==> src/hw/rtl/slrpg_pkg.sv <==
// ----------------------------------------------------------------------------
// slrpg_pkg: shared types and constants for the stereo resampler
// Holds field widths, reset values, reciprocal constants, the register map,
// the sequencer state type and the structs that travel between modules.
// ----------------------------------------------------------------------------
package slrpg_pkg;

  // Field and datapath widths
  localparam int unsigned SampleW = 16;
  localparam int unsigned PhaseW  = 35;
  localparam int unsigned GainW   = 7;
  localparam int unsigned PanW    = 2;
  localparam int unsigned CfgIdxW = 2;
  localparam int unsigned MulW    = 24;
  localparam int unsigned ProdW   = 2 * MulW;
  // Magnitude of a gain product (below 2^22) and reciprocal shift
  localparam int unsigned MagW     = 23;
  localparam int unsigned DivShift = 29;
  localparam int unsigned QuoW     = SampleW + 1;

  localparam int unsigned MaxOutputsDefault = 8;

  // 3.32 phase of one source frame
  localparam logic [PhaseW-1:0] PhaseOne       = PhaseW'(64'h1_0000_0000);
  localparam logic [PhaseW-1:0] PhaseStepReset = PhaseOne;
  localparam logic [GainW-1:0]  VolumeReset    = GainW'(127);
  localparam logic [GainW-1:0]  OutGainReset   = GainW'(100);

  // ceil(2^29 / d): exact floor division for magnitudes below 2^22
  localparam logic [MulW-1:0] Recip127 = MulW'(4227331);
  localparam logic [MulW-1:0] Recip100 = MulW'(5368710);

  // Saturation limits of a signed sample, as magnitudes
  localparam logic [QuoW-1:0] SatPos = QuoW'(32767);
  localparam logic [QuoW-1:0] SatNeg = QuoW'(32768);

  typedef enum logic [CfgIdxW-1:0] {
    REG_PHASE_STEP,
    REG_VOLUME_GAIN,
    REG_PAN_MODE,
    REG_OUT_GAIN
  } cfg_reg_e;

  typedef enum logic [PanW-1:0] {
    PAN_STEREO,
    PAN_LEFT,
    PAN_RIGHT,
    PAN_MUTE
  } pan_e;

  typedef enum logic [3:0] {
    S_IDLE,
    S_VOL_L,
    S_DIV_L,
    S_VOL_R,
    S_DIV_R,
    S_LOAD,
    S_CHECK,
    S_INT_L,
    S_GAIN_L,
    S_GDIV_L,
    S_INT_R,
    S_GAIN_R,
    S_GDIV_R,
    S_FIN_R,
    S_EMIT
  } seq_state_e;

  typedef struct packed {
    logic signed [SampleW-1:0] source_left;
    logic signed [SampleW-1:0] source_right;
  } in_item_t;

  typedef struct packed {
    logic signed [SampleW-1:0] out_left;
    logic signed [SampleW-1:0] out_right;
    logic                      last_of_run;
  } out_item_t;

  typedef struct packed {
    logic [PhaseW-1:0] phase_step;
    logic [GainW-1:0]  volume_gain;
    pan_e              pan_mode;
    logic [GainW-1:0]  output_gain_percent;
  } cfg_t;

  typedef struct packed {
    logic                   en;
    logic signed [MulW-1:0] op_a;
    logic signed [MulW-1:0] op_b;
  } mul_req_t;

endpackage

==> src/hw/rtl/slrpg_mul.sv <==
// ----------------------------------------------------------------------------
// slrpg_mul: shared signed multiplier
// One 24x24 signed multiply per cycle with a registered product; the
// sequencer reuses it for volume, reciprocal division, interpolation and gain.
// ----------------------------------------------------------------------------
module slrpg_mul (
  input  logic                                  clk_i,
  input  slrpg_pkg::mul_req_t                   req_i,
  output logic signed [slrpg_pkg::ProdW-1:0]    prod_o
);
  import slrpg_pkg::*;

  logic signed [ProdW-1:0] prod_q;

  // Capture the product only when the sequencer issues an operation
  always_ff @(posedge clk_i) begin
    if (req_i.en) begin
      prod_q <= req_i.op_a * req_i.op_b;
    end
  end

  assign prod_o = prod_q;

endmodule

==> src/hw/rtl/slrpg_seq.sv <==
// ----------------------------------------------------------------------------
// slrpg_seq: frame sequencer and datapath
// Scales each source frame, keeps the previous and next frames and the phase,
// and steps the shared multiplier through interpolation and gain for every
// output frame. Owns the output register.
// ----------------------------------------------------------------------------
module slrpg_seq #(
  parameter int unsigned MaxOutputs = slrpg_pkg::MaxOutputsDefault
) (
  input  logic                   clk_i,
  input  logic                   rst_ni,
  input  slrpg_pkg::cfg_t        cfg_i,
  input  logic                   in_valid_i,
  output logic                   in_ready_o,
  input  slrpg_pkg::in_item_t    in_data_i,
  output logic                   out_valid_o,
  input  logic                   out_ready_i,
  output slrpg_pkg::out_item_t   out_data_o
);
  import slrpg_pkg::*;

  localparam int unsigned CntW = $clog2(MaxOutputs + 1);

  // Saturate a sign and magnitude pair to a signed sample
  function automatic logic [SampleW-1:0] sat_sample(input logic neg,
                                                    input logic [QuoW-1:0] mag);
    logic [QuoW-1:0] lim;
    logic [QuoW-1:0] mag_c;
    logic [QuoW-1:0] neg_c;
    lim   = neg ? SatNeg : SatPos;
    mag_c = (mag > lim) ? lim : mag;
    neg_c = ~mag_c + QuoW'(1);
    return neg ? neg_c[SampleW-1:0] : mag_c[SampleW-1:0];
  endfunction

  seq_state_e state_q, state_d;

  in_item_t               in_q;
  logic [SampleW-1:0]     lscale_q;
  logic                   sign_q;
  logic [SampleW-1:0]     prev_l_q, prev_r_q, next_l_q, next_r_q;
  logic [SampleW-1:0]     out_l_q, out_r_q;
  logic [PhaseW-1:0]      phase_q;
  logic [1:0]             prime_q;
  logic [CntW-1:0]        cnt_q;
  logic                   last_q;
  logic                   out_valid_q;
  out_item_t              out_q;

  mul_req_t                mul_req;
  logic signed [ProdW-1:0] prod;

  logic [ProdW-1:0]   prod_abs;
  logic [MagW-1:0]    mag;
  logic [QuoW-1:0]    quo;
  logic [SampleW-1:0] qval;
  logic [SampleW:0]   diff_l, diff_r;
  logic [SampleW-1:0] interp_l, interp_r;
  logic [SampleW-1:0] frac;
  logic [PhaseW:0]    phase_sum;
  logic [PhaseW-1:0]  phase_inc;
  logic [CntW-1:0]    cnt_inc;
  logic               last_w;
  logic [SampleW-1:0] pan_l, pan_r;
  logic               push;

  slrpg_mul u_mul (
    .clk_i  (clk_i),
    .req_i  (mul_req),
    .prod_o (prod)
  );

  // Datapath helpers around the registered product
  always_comb begin
    prod_abs  = prod[ProdW-1] ? (~prod + ProdW'(1)) : prod;
    mag       = prod_abs[MagW-1:0];
    quo       = prod[DivShift+QuoW-1:DivShift];
    qval      = sat_sample(sign_q, quo);
    diff_l    = {next_l_q[SampleW-1], next_l_q} - {prev_l_q[SampleW-1], prev_l_q};
    diff_r    = {next_r_q[SampleW-1], next_r_q} - {prev_r_q[SampleW-1], prev_r_q};
    interp_l  = prev_l_q + prod[2*SampleW-1:SampleW];
    interp_r  = prev_r_q + prod[2*SampleW-1:SampleW];
    frac      = phase_q[2*SampleW-1:SampleW];
    phase_sum = {1'b0, phase_q} + {1'b0, cfg_i.phase_step};
    phase_inc = phase_sum[PhaseW] ? {PhaseW{1'b1}} : phase_sum[PhaseW-1:0];
    cnt_inc   = cnt_q + CntW'(1);
    last_w    = !((phase_inc < PhaseOne) && (cnt_inc < CntW'(MaxOutputs)));
    push      = (state_q == S_EMIT) && (!out_valid_q || out_ready_i);
  end

  // Route the scaled frame by pan mode
  always_comb begin
    unique case (cfg_i.pan_mode)
      PAN_LEFT: begin
        pan_l = lscale_q;
        pan_r = lscale_q;
      end
      PAN_RIGHT: begin
        pan_l = qval;
        pan_r = qval;
      end
      PAN_MUTE: begin
        pan_l = '0;
        pan_r = '0;
      end
      default: begin
        pan_l = lscale_q;
        pan_r = qval;
      end
    endcase
  end

  // Next state
  always_comb begin
    state_d = state_q;
    unique case (state_q)
      S_IDLE:   if (in_valid_i) state_d = S_VOL_L;
      S_VOL_L:  state_d = S_DIV_L;
      S_DIV_L:  state_d = S_VOL_R;
      S_VOL_R:  state_d = S_DIV_R;
      S_DIV_R:  state_d = S_LOAD;
      S_LOAD:   state_d = (prime_q == 2'd0) ? S_IDLE : S_CHECK;
      S_CHECK:  state_d = (phase_q < PhaseOne) ? S_INT_L : S_IDLE;
      S_INT_L:  state_d = S_GAIN_L;
      S_GAIN_L: state_d = S_GDIV_L;
      S_GDIV_L: state_d = S_INT_R;
      S_INT_R:  state_d = S_GAIN_R;
      S_GAIN_R: state_d = S_GDIV_R;
      S_GDIV_R: state_d = S_FIN_R;
      S_FIN_R:  state_d = S_EMIT;
      S_EMIT: begin
        if (push) state_d = last_q ? S_IDLE : S_INT_L;
      end
      default:  state_d = S_IDLE;
    endcase
  end

  // Multiplier operands and handshake outputs
  always_comb begin
    mul_req    = '0;
    in_ready_o = (state_q == S_IDLE);
    unique case (state_q)
      S_VOL_L: begin
        mul_req.en   = 1'b1;
        mul_req.op_a = MulW'(in_q.source_left);
        mul_req.op_b = MulW'(cfg_i.volume_gain);
      end
      S_VOL_R: begin
        mul_req.en   = 1'b1;
        mul_req.op_a = MulW'(in_q.source_right);
        mul_req.op_b = MulW'(cfg_i.volume_gain);
      end
      S_DIV_L, S_DIV_R: begin
        mul_req.en   = 1'b1;
        mul_req.op_a = MulW'(mag);
        mul_req.op_b = Recip127;
      end
      S_INT_L: begin
        mul_req.en   = 1'b1;
        mul_req.op_a = MulW'(signed'(diff_l));
        mul_req.op_b = MulW'(frac);
      end
      S_INT_R: begin
        mul_req.en   = 1'b1;
        mul_req.op_a = MulW'(signed'(diff_r));
        mul_req.op_b = MulW'(frac);
      end
      S_GAIN_L: begin
        mul_req.en   = 1'b1;
        mul_req.op_a = MulW'(signed'(interp_l));
        mul_req.op_b = MulW'(cfg_i.output_gain_percent);
      end
      S_GAIN_R: begin
        mul_req.en   = 1'b1;
        mul_req.op_a = MulW'(signed'(interp_r));
        mul_req.op_b = MulW'(cfg_i.output_gain_percent);
      end
      S_GDIV_L, S_GDIV_R: begin
        mul_req.en   = 1'b1;
        mul_req.op_a = MulW'(mag);
        mul_req.op_b = Recip100;
      end
      default: begin
        mul_req.en = 1'b0;
      end
    endcase
  end

  // Control state: sequencer, priming, phase, output count, output valid
  always_ff @(posedge clk_i or negedge rst_ni) begin
    if (!rst_ni) begin
      state_q     <= S_IDLE;
      prime_q     <= 2'd0;
      phase_q     <= '0;
      cnt_q       <= '0;
      last_q      <= 1'b0;
      out_valid_q <= 1'b0;
    end else begin
      state_q <= state_d;
      if (state_q == S_LOAD) begin
        cnt_q <= '0;
        if (prime_q == 2'd2) begin
          phase_q <= (phase_q >= PhaseOne) ? (phase_q - PhaseOne) : '0;
        end else begin
          prime_q <= prime_q + 2'd1;
        end
      end
      if (state_q == S_FIN_R) begin
        phase_q <= phase_inc;
        cnt_q   <= cnt_inc;
        last_q  <= last_w;
      end
      if (push) begin
        out_valid_q <= 1'b1;
      end else if (out_ready_i) begin
        out_valid_q <= 1'b0;
      end
    end
  end

  // Payload registers
  always_ff @(posedge clk_i) begin
    if (in_valid_i && in_ready_o) begin
      in_q <= in_data_i;
    end
    unique case (state_q)
      S_DIV_L, S_DIV_R, S_GDIV_L, S_GDIV_R: sign_q <= prod[ProdW-1];
      S_VOL_R: lscale_q <= qval;
      S_INT_R: out_l_q  <= qval;
      S_FIN_R: out_r_q  <= qval;
      S_LOAD: begin
        if (prime_q == 2'd0) begin
          prev_l_q <= pan_l;
          prev_r_q <= pan_r;
        end else begin
          if (prime_q == 2'd2) begin
            prev_l_q <= next_l_q;
            prev_r_q <= next_r_q;
          end
          next_l_q <= pan_l;
          next_r_q <= pan_r;
        end
      end
      default: begin
      end
    endcase
    if (push) begin
      out_q.out_left    <= out_l_q;
      out_q.out_right   <= out_r_q;
      out_q.last_of_run <= last_q;
    end
  end

  assign out_valid_o = out_valid_q;
  assign out_data_o  = out_q;

`ifndef SYNTHESIS
  // A stalled emit waits with its frame
  a_emit_waits: assert property (@(posedge clk_i) disable iff (!rst_ni)
    (state_q == S_EMIT && out_valid_q && !out_ready_i) |=> (state_q == S_EMIT))
    else $error("emit left while output slot was occupied");

  // An accepted frame starts the volume multiply
  a_accept_start: assert property (@(posedge clk_i) disable iff (!rst_ni)
    (in_valid_i && in_ready_o) |=> (state_q == S_VOL_L))
    else $error("accepted frame did not start processing");

  // The last output of a run returns the sequencer to idle
  a_last_idle: assert property (@(posedge clk_i) disable iff (!rst_ni)
    (push && last_q) |=> (state_q == S_IDLE && out_valid_q))
    else $error("run did not end on its last output");

  // Output count never runs past its limit
  a_cnt_limit: assert property (@(posedge clk_i) disable iff (!rst_ni)
    (state_q == S_FIN_R) |=> (cnt_q != '0 && cnt_q <= CntW'(MaxOutputs)))
    else $error("output count out of range");
`endif

endmodule

==> src/hw/rtl/stereo_linear_resampler_pan_gain.sv <==
// ----------------------------------------------------------------------------
// stereo_linear_resampler_pan_gain: linear interpolation rate converter
// Volume-scales and pans stereo source frames, interpolates output frames
// from a 3.32 phase, and applies a percent output gain.
//
//   Channel   Handshake              Payload
//   in        in_valid_i/in_ready_o  in_data_i   (source_left, source_right)
//   out       out_valid_o/out_ready_i out_data_o (out_left, out_right, last)
//   cfg       cfg_we_i               cfg_index_i, cfg_data_i
//
// A source frame passes through volume scaling and a phase check, then the
// interpolation and gain steps for each output frame it yields (up to
// MAX_OUTPUTS_PER_INPUT), all paced by the single shared multiplier.
// A full output register stalls the sequencer in its emit step only.
// Reset is asynchronous: clears control state, loads configuration defaults.
// ----------------------------------------------------------------------------
module stereo_linear_resampler_pan_gain #(
  parameter int unsigned MAX_OUTPUTS_PER_INPUT = slrpg_pkg::MaxOutputsDefault
) (
  input  logic                                clk_i,
  input  logic                                rst_ni,
  input  logic                                cfg_we_i,
  input  logic [slrpg_pkg::CfgIdxW-1:0]       cfg_index_i,
  input  logic [slrpg_pkg::PhaseW-1:0]        cfg_data_i,
  input  logic                                in_valid_i,
  output logic                                in_ready_o,
  input  slrpg_pkg::in_item_t                 in_data_i,
  output logic                                out_valid_o,
  input  logic                                out_ready_i,
  output slrpg_pkg::out_item_t                out_data_o
);
  import slrpg_pkg::*;

  cfg_t cfg_q;

  // Configuration register file
  always_ff @(posedge clk_i or negedge rst_ni) begin
    if (!rst_ni) begin
      cfg_q.phase_step          <= PhaseStepReset;
      cfg_q.volume_gain         <= VolumeReset;
      cfg_q.pan_mode            <= PAN_STEREO;
      cfg_q.output_gain_percent <= OutGainReset;
    end else if (cfg_we_i) begin
      unique case (cfg_reg_e'(cfg_index_i))
        REG_PHASE_STEP:  cfg_q.phase_step          <= cfg_data_i;
        REG_VOLUME_GAIN: cfg_q.volume_gain         <= cfg_data_i[GainW-1:0];
        REG_PAN_MODE:    cfg_q.pan_mode            <= pan_e'(cfg_data_i[PanW-1:0]);
        REG_OUT_GAIN:    cfg_q.output_gain_percent <= cfg_data_i[GainW-1:0];
        default: begin
        end
      endcase
    end
  end

  slrpg_seq #(
    .MaxOutputs (MAX_OUTPUTS_PER_INPUT)
  ) u_seq (
    .clk_i       (clk_i),
    .rst_ni      (rst_ni),
    .cfg_i       (cfg_q),
    .in_valid_i  (in_valid_i),
    .in_ready_o  (in_ready_o),
    .in_data_i   (in_data_i),
    .out_valid_o (out_valid_o),
    .out_ready_i (out_ready_i),
    .out_data_o  (out_data_o)
  );

endmodule

==> config.mk <==
export PLATFORM = sky130hd
export DESIGN_NAME = stereo_linear_resampler_pan_gain
export DESIGN_NICKNAME = d
export VERILOG_FILES = /design/src/hw/rtl/slrpg_pkg.sv /design/src/hw/rtl/slrpg_mul.sv /design/src/hw/rtl/slrpg_seq.sv /design/src/hw/rtl/stereo_linear_resampler_pan_gain.sv
export SDC_FILE = /design/constraint.sdc
export NUM_CORES = 2
export LEC_CHECK = 0
export BUFFER_PORTS_ARGS = -buffer_cell sky130_fd_sc_hd__buf_4
export CAP_MARGIN = 25
export CORE_MARGIN = 2
export CORE_UTILIZATION = 45
export CTS_CLUSTER_DIAMETER = 120
export DETAILED_ROUTE_END_ITERATION = 7
export GPL_TIMING_DRIVEN = 0
export HOLD_SLACK_MARGIN = 0.06
export SKIP_CTS_REPAIR_TIMING = 1
export SLEW_MARGIN = 25
export SYNTH_ARGS = -nofsm -noshare
export SYNTH_HDL_FRONTEND = slang
export SYNTH_SLANG_ARGS = --single-unit
export TNS_END_PERCENT = 10
==> constraint.sdc <==
create_clock -name clk_i -period 14.3 [get_ports clk_i]
set_input_delay 1.43 -clock clk_i [delete_from_list [all_inputs] [get_ports clk_i]]
set_output_delay 1.43 -clock clk_i [all_outputs]
set_load 0.02 [all_outputs]
==> impl_metrics.prom <==
# TYPE chip_impl_metric gauge
chip_impl_info{name="result_of_the_run",value="complete, no violations"} 1
chip_impl_metric{name="wl_per_cell",unit="um"} 22.5
chip_impl_info{name="timing.critical_path.from_type",value="flop"} 1
chip_impl_metric{name="synth_top_area_share",unit=""} 0.258
chip_impl_metric{name="wl_met2",unit="um"} 49900
chip_impl_metric{name="wirelength",unit="um"} 112000
chip_impl_metric{name="drt-initial-drc-count",unit=""} 2385
chip_impl_info{name="area_contributors_post_synth",value="fa_1 (26%), edfxtp_1 (18%), ha_1 (10%)"} 1
chip_impl_metric{name="vias_in_the_first_global_route",unit=""} 28188
chip_impl_metric{name="ys_types",unit=""} 96
chip_impl_metric{name="cp_data_arrival_time",unit="ps"} 11120
chip_impl_metric{name="synthesis.instances",unit=""} 3704
chip_impl_info{name="critical_path.slowest_cell",value="buf_2"} 1
chip_impl_metric{name="finalHoldViolations",unit=""} 0
chip_impl_metric{name="ys_ff_latch",unit=""} 323
chip_impl_metric{name="critPathBufInv",unit=""} 6
chip_impl_metric{name="fmaxAchievable",unit="GHz"} 0.0918
chip_impl_metric{name="clock_latency",unit="ps"} 550
chip_impl_metric{name="finalClockSkew",unit="ps"} 18.3
chip_impl_metric{name="grt_start_max_net_pins",unit=""} 99
chip_impl_metric{name="dieWidth",unit="um"} 289
chip_impl_metric{name="total_routing_usage_gr",unit=""} 0.272
chip_impl_metric{name="detail_route.drc_violations",unit=""} 0
chip_impl_metric{name="max_cap_viol_count",unit=""} 0
chip_impl_metric{name="synth_edf_count",unit=""} 225
chip_impl_metric{name="die_area",unit="um^2"} 83800
chip_impl_metric{name="drt-pass1-iter-count",unit=""} 5
chip_impl_metric{name="gp_congestion",unit=""} 0.969
chip_impl_metric{name="antenna_violating_nets_post_route",unit=""} 0
chip_impl_metric{name="layout_worst_path_cycle_share",unit=""} 0.761
chip_impl_metric{name="cts_buffers",unit=""} 35
chip_impl_metric{name="initial_core_util",unit=""} 0.455
chip_impl_info{name="clock-root-buffer",value="clkbuf_16"} 1
chip_impl_metric{name="final-max-slew-violation-count",unit=""} 0
chip_impl_metric{name="vias",unit=""} 27983
chip_impl_info{name="critPathTopFamily",value="adder cells"} 1
chip_impl_metric{name="fin_tns_setup",unit="ps"} 0
chip_impl_metric{name="worstMarginPinSlew",unit="ps"} 1080
chip_impl_info{name="post-synth-top-count-cell",value="inv_1"} 1
chip_impl_metric{name="synth.yosys.seq_area_share",unit=""} 0.252
chip_impl_metric{name="nNetsFinal",unit=""} 4714
chip_impl_metric{name="portBuffers",unit=""} 108
chip_impl_info{name="routed.top_layer",value="met4"} 1
chip_impl_info{name="type_of_the_tightest_min_delay_check",value="flop to flop"} 1
chip_impl_metric{name="dp_hpwl",unit="um"} 93300
chip_impl_metric{name="synth_area",unit="um^2"} 36700
chip_impl_metric{name="async_flop_share",unit=""} 0.303
chip_impl_metric{name="cp.required",unit="ps"} 14530
chip_impl_metric{name="cts_htree_levels",unit=""} 2
chip_impl_info{name="unrepaired_setup_endpoints_after_global_routing",value="false"} 1
chip_impl_info{name="yosys_most_used_dff",value="edfxtp_1"} 1
chip_impl_metric{name="routed_via_density",unit=""} 5.64
chip_impl_metric{name="relSlewSlack",unit=""} 0.281
chip_impl_metric{name="cts.reportedPaths.clkPinSlew",unit="ps"} 70
chip_impl_metric{name="count_of_inserted_antenna_diode_cells",unit=""} 0
chip_impl_metric{name="routedLengthMet1",unit="um"} 50100
chip_impl_metric{name="area_growth_syn_to_layout",unit="%"} 9.74
chip_impl_metric{name="ios",unit=""} 109
chip_impl_metric{name="aggregate_global_routing_overflow",unit=""} 0
chip_impl_metric{name="report.final.setup_viol",unit=""} 0
chip_impl_info{name="yosys.area.top_type",value="fa_1"} 1
chip_impl_metric{name="clock_sinks",unit=""} 323
chip_impl_info{name="cts_tree",value="done"} 1
chip_impl_metric{name="ys.warnings.count",unit=""} 0
chip_impl_metric{name="average_instance_area_after_synthesis",unit="um^2"} 9.90
chip_impl_metric{name="cts_buffer_depth",unit=""} 3
chip_impl_metric{name="layout-drive-gt1-share",unit=""} 0.0851
chip_impl_metric{name="slowest_delay",unit="ps"} 740
chip_impl_metric{name="floorplan.rows",unit=""} 104
chip_impl_info{name="worstSetupPathType",value="flop to flop"} 1
chip_impl_metric{name="worst-path-max-fanout",unit=""} 25
chip_impl_info{name="critical_path.endpoint_type",value="flop"} 1
chip_impl_metric{name="grt_antenna_before_repair",unit=""} 0
chip_impl_metric{name="grt_pass1_wl",unit="um"} 171000
chip_impl_info{name="crit_top_cell",value="fa_1"} 1
chip_impl_info{name="top_cells_by_instance_count_after_synthesis",value="inv_1 (658), fa_1 (472), ha_1 (294)"} 1
chip_impl_metric{name="met3_length",unit="um"} 7730
chip_impl_metric{name="post-route-min-period",unit="ps"} 10890
chip_impl_metric{name="dieHeight",unit="um"} 289
chip_impl_metric{name="placeableCoreArea",unit="um^2"} 80500
## cells in the final DEF (no fill, tap or decap), types with 15 or more instances in the layout
master	synthesis	routed
a211oi_1	18	18
a21o_1	72	72
a21oi_1	212	211
a221o_1	43	43
a31oi_1	34	34
and2_1	51	50
and3_1	24	24
buf_2	16	19
buf_4	0	120
clkbuf_1	112	116
clkbuf_16	0	37
dfrtp_1	87	87
edfxtp_1	225	225
fa_1	472	472
ha_1	294	294
inv_1	658	658
mux2_2	68	68
mux2i_1	17	17
nand2_1	289	289
nand2b_1	28	28
nand3_1	37	37
nand4_1	15	15
nor2_1	164	164
nor2b_1	51	51
nor3_1	47	42
o21a_1	56	56
o21ai_0	115	115
o21ai_1	76	76
or3_1	21	21
xnor2_1	78	78
xor2_1	61	61
## per-stage QoR
| step | hold slack (ps) | instance area (um^2) | cells | util | setup WS [ps] |
|---|---|---|---|---|---|
| finish | 420 | 40200 | 4961 | 0.500 | 3410 |
| global route | 427 | 40200 | 4961 | 0.500 | 2910 |
| CTS | 421 | 40200 | 4961 | 0.499 | 3480 |
| detailed placement | 405 | 39100 | 4897 | 0.485 | 3500 |
| global placement | 400 | 38800 | 4878 | 0.482 | 3040 |
| floorplan | 400 | 36700 | 3710 | - | 5500 |
## worst reg2reg max path, delay by kind of cell (launching register included)
kind / cells / cell delay, ps
AO/OA/AOI/OAI: 11 / 2960
adder cells (fa/ha/maj): 8 / 3920
buffers and inverters: 6 / 1800
flip-flops: 1 / 330
AND/OR/NAND/NOR: 5 / 1600
## cells by family (layout without fill, tap and decap cells)
family / count (synthesis) / after routing / synth area share
buf+inv: 800 / 991 / 0.0825
simple gates: 794 / 794 / 0.105
compound gates: 791 / 791 / 0.143
fa+ha+maj: 770 / 770 / 0.359
flops: 323 / 323 / 0.252
xor+xnor: 139 / 139 / 0.0332
mux: 85 / 85 / 0.0255
other cells: 2 / 8 / 0.000205
## layer usage
metal  GRT usage  vias to the layer above
met1       0.390                    14016
met2       0.428                     1030
met5           0                        -
met4      0.0910                        0
li1            -                    12761
met3      0.0317                      176
## final timing paths
| kind | from | end | slack [ps] | cells after the start |
|---|---|---|---|---|
| max | u_seq.state_q[1] | u_seq.u_mul.prod_o[44] | 3410 | 30 |
| min | u_seq.out_r_q[6] | u_seq.out_data_o[7] | 420 | 0 |
| max reg2reg | u_seq.state_q[1] | u_seq.u_mul.prod_o[44] | 3410 | 30 |
| min reg2reg | u_seq.out_r_q[6] | u_seq.out_data_o[7] | 420 | 0 |
| max in group asynchronous | rst_ni | u_seq.cnt_q[2] | 12700 | 1 |
| min in group asynchronous | rst_ni | cfg_q[32] | 1000 | 1 |
## sequential cells by signal (all words and copies together) (netlist names), 32 cells and up
name / cells
u_seq.in_q: 32
u_seq.out_data_o: 33
u_seq.u_mul.prod_o: 47
cfg_q: 51
u_seq.phase_q: 35
## layout make-up
cell class | instances | area, um^2
fill | 7516 | 40300
multi-input combinational | 2587 | 24500
sequential | 323 | 9220
inverter | 661 | 2480
tap | 1060 | 1330
timing repair buffer | 127 | 1010
clock buffer | 43 | 968
buffer | 139 | 543
clock inverter | 21 | 183
Power is left out: the tool's default activity adds up to more than one toggle a clock period on the data nets, which glitch-free logic cannot reach.
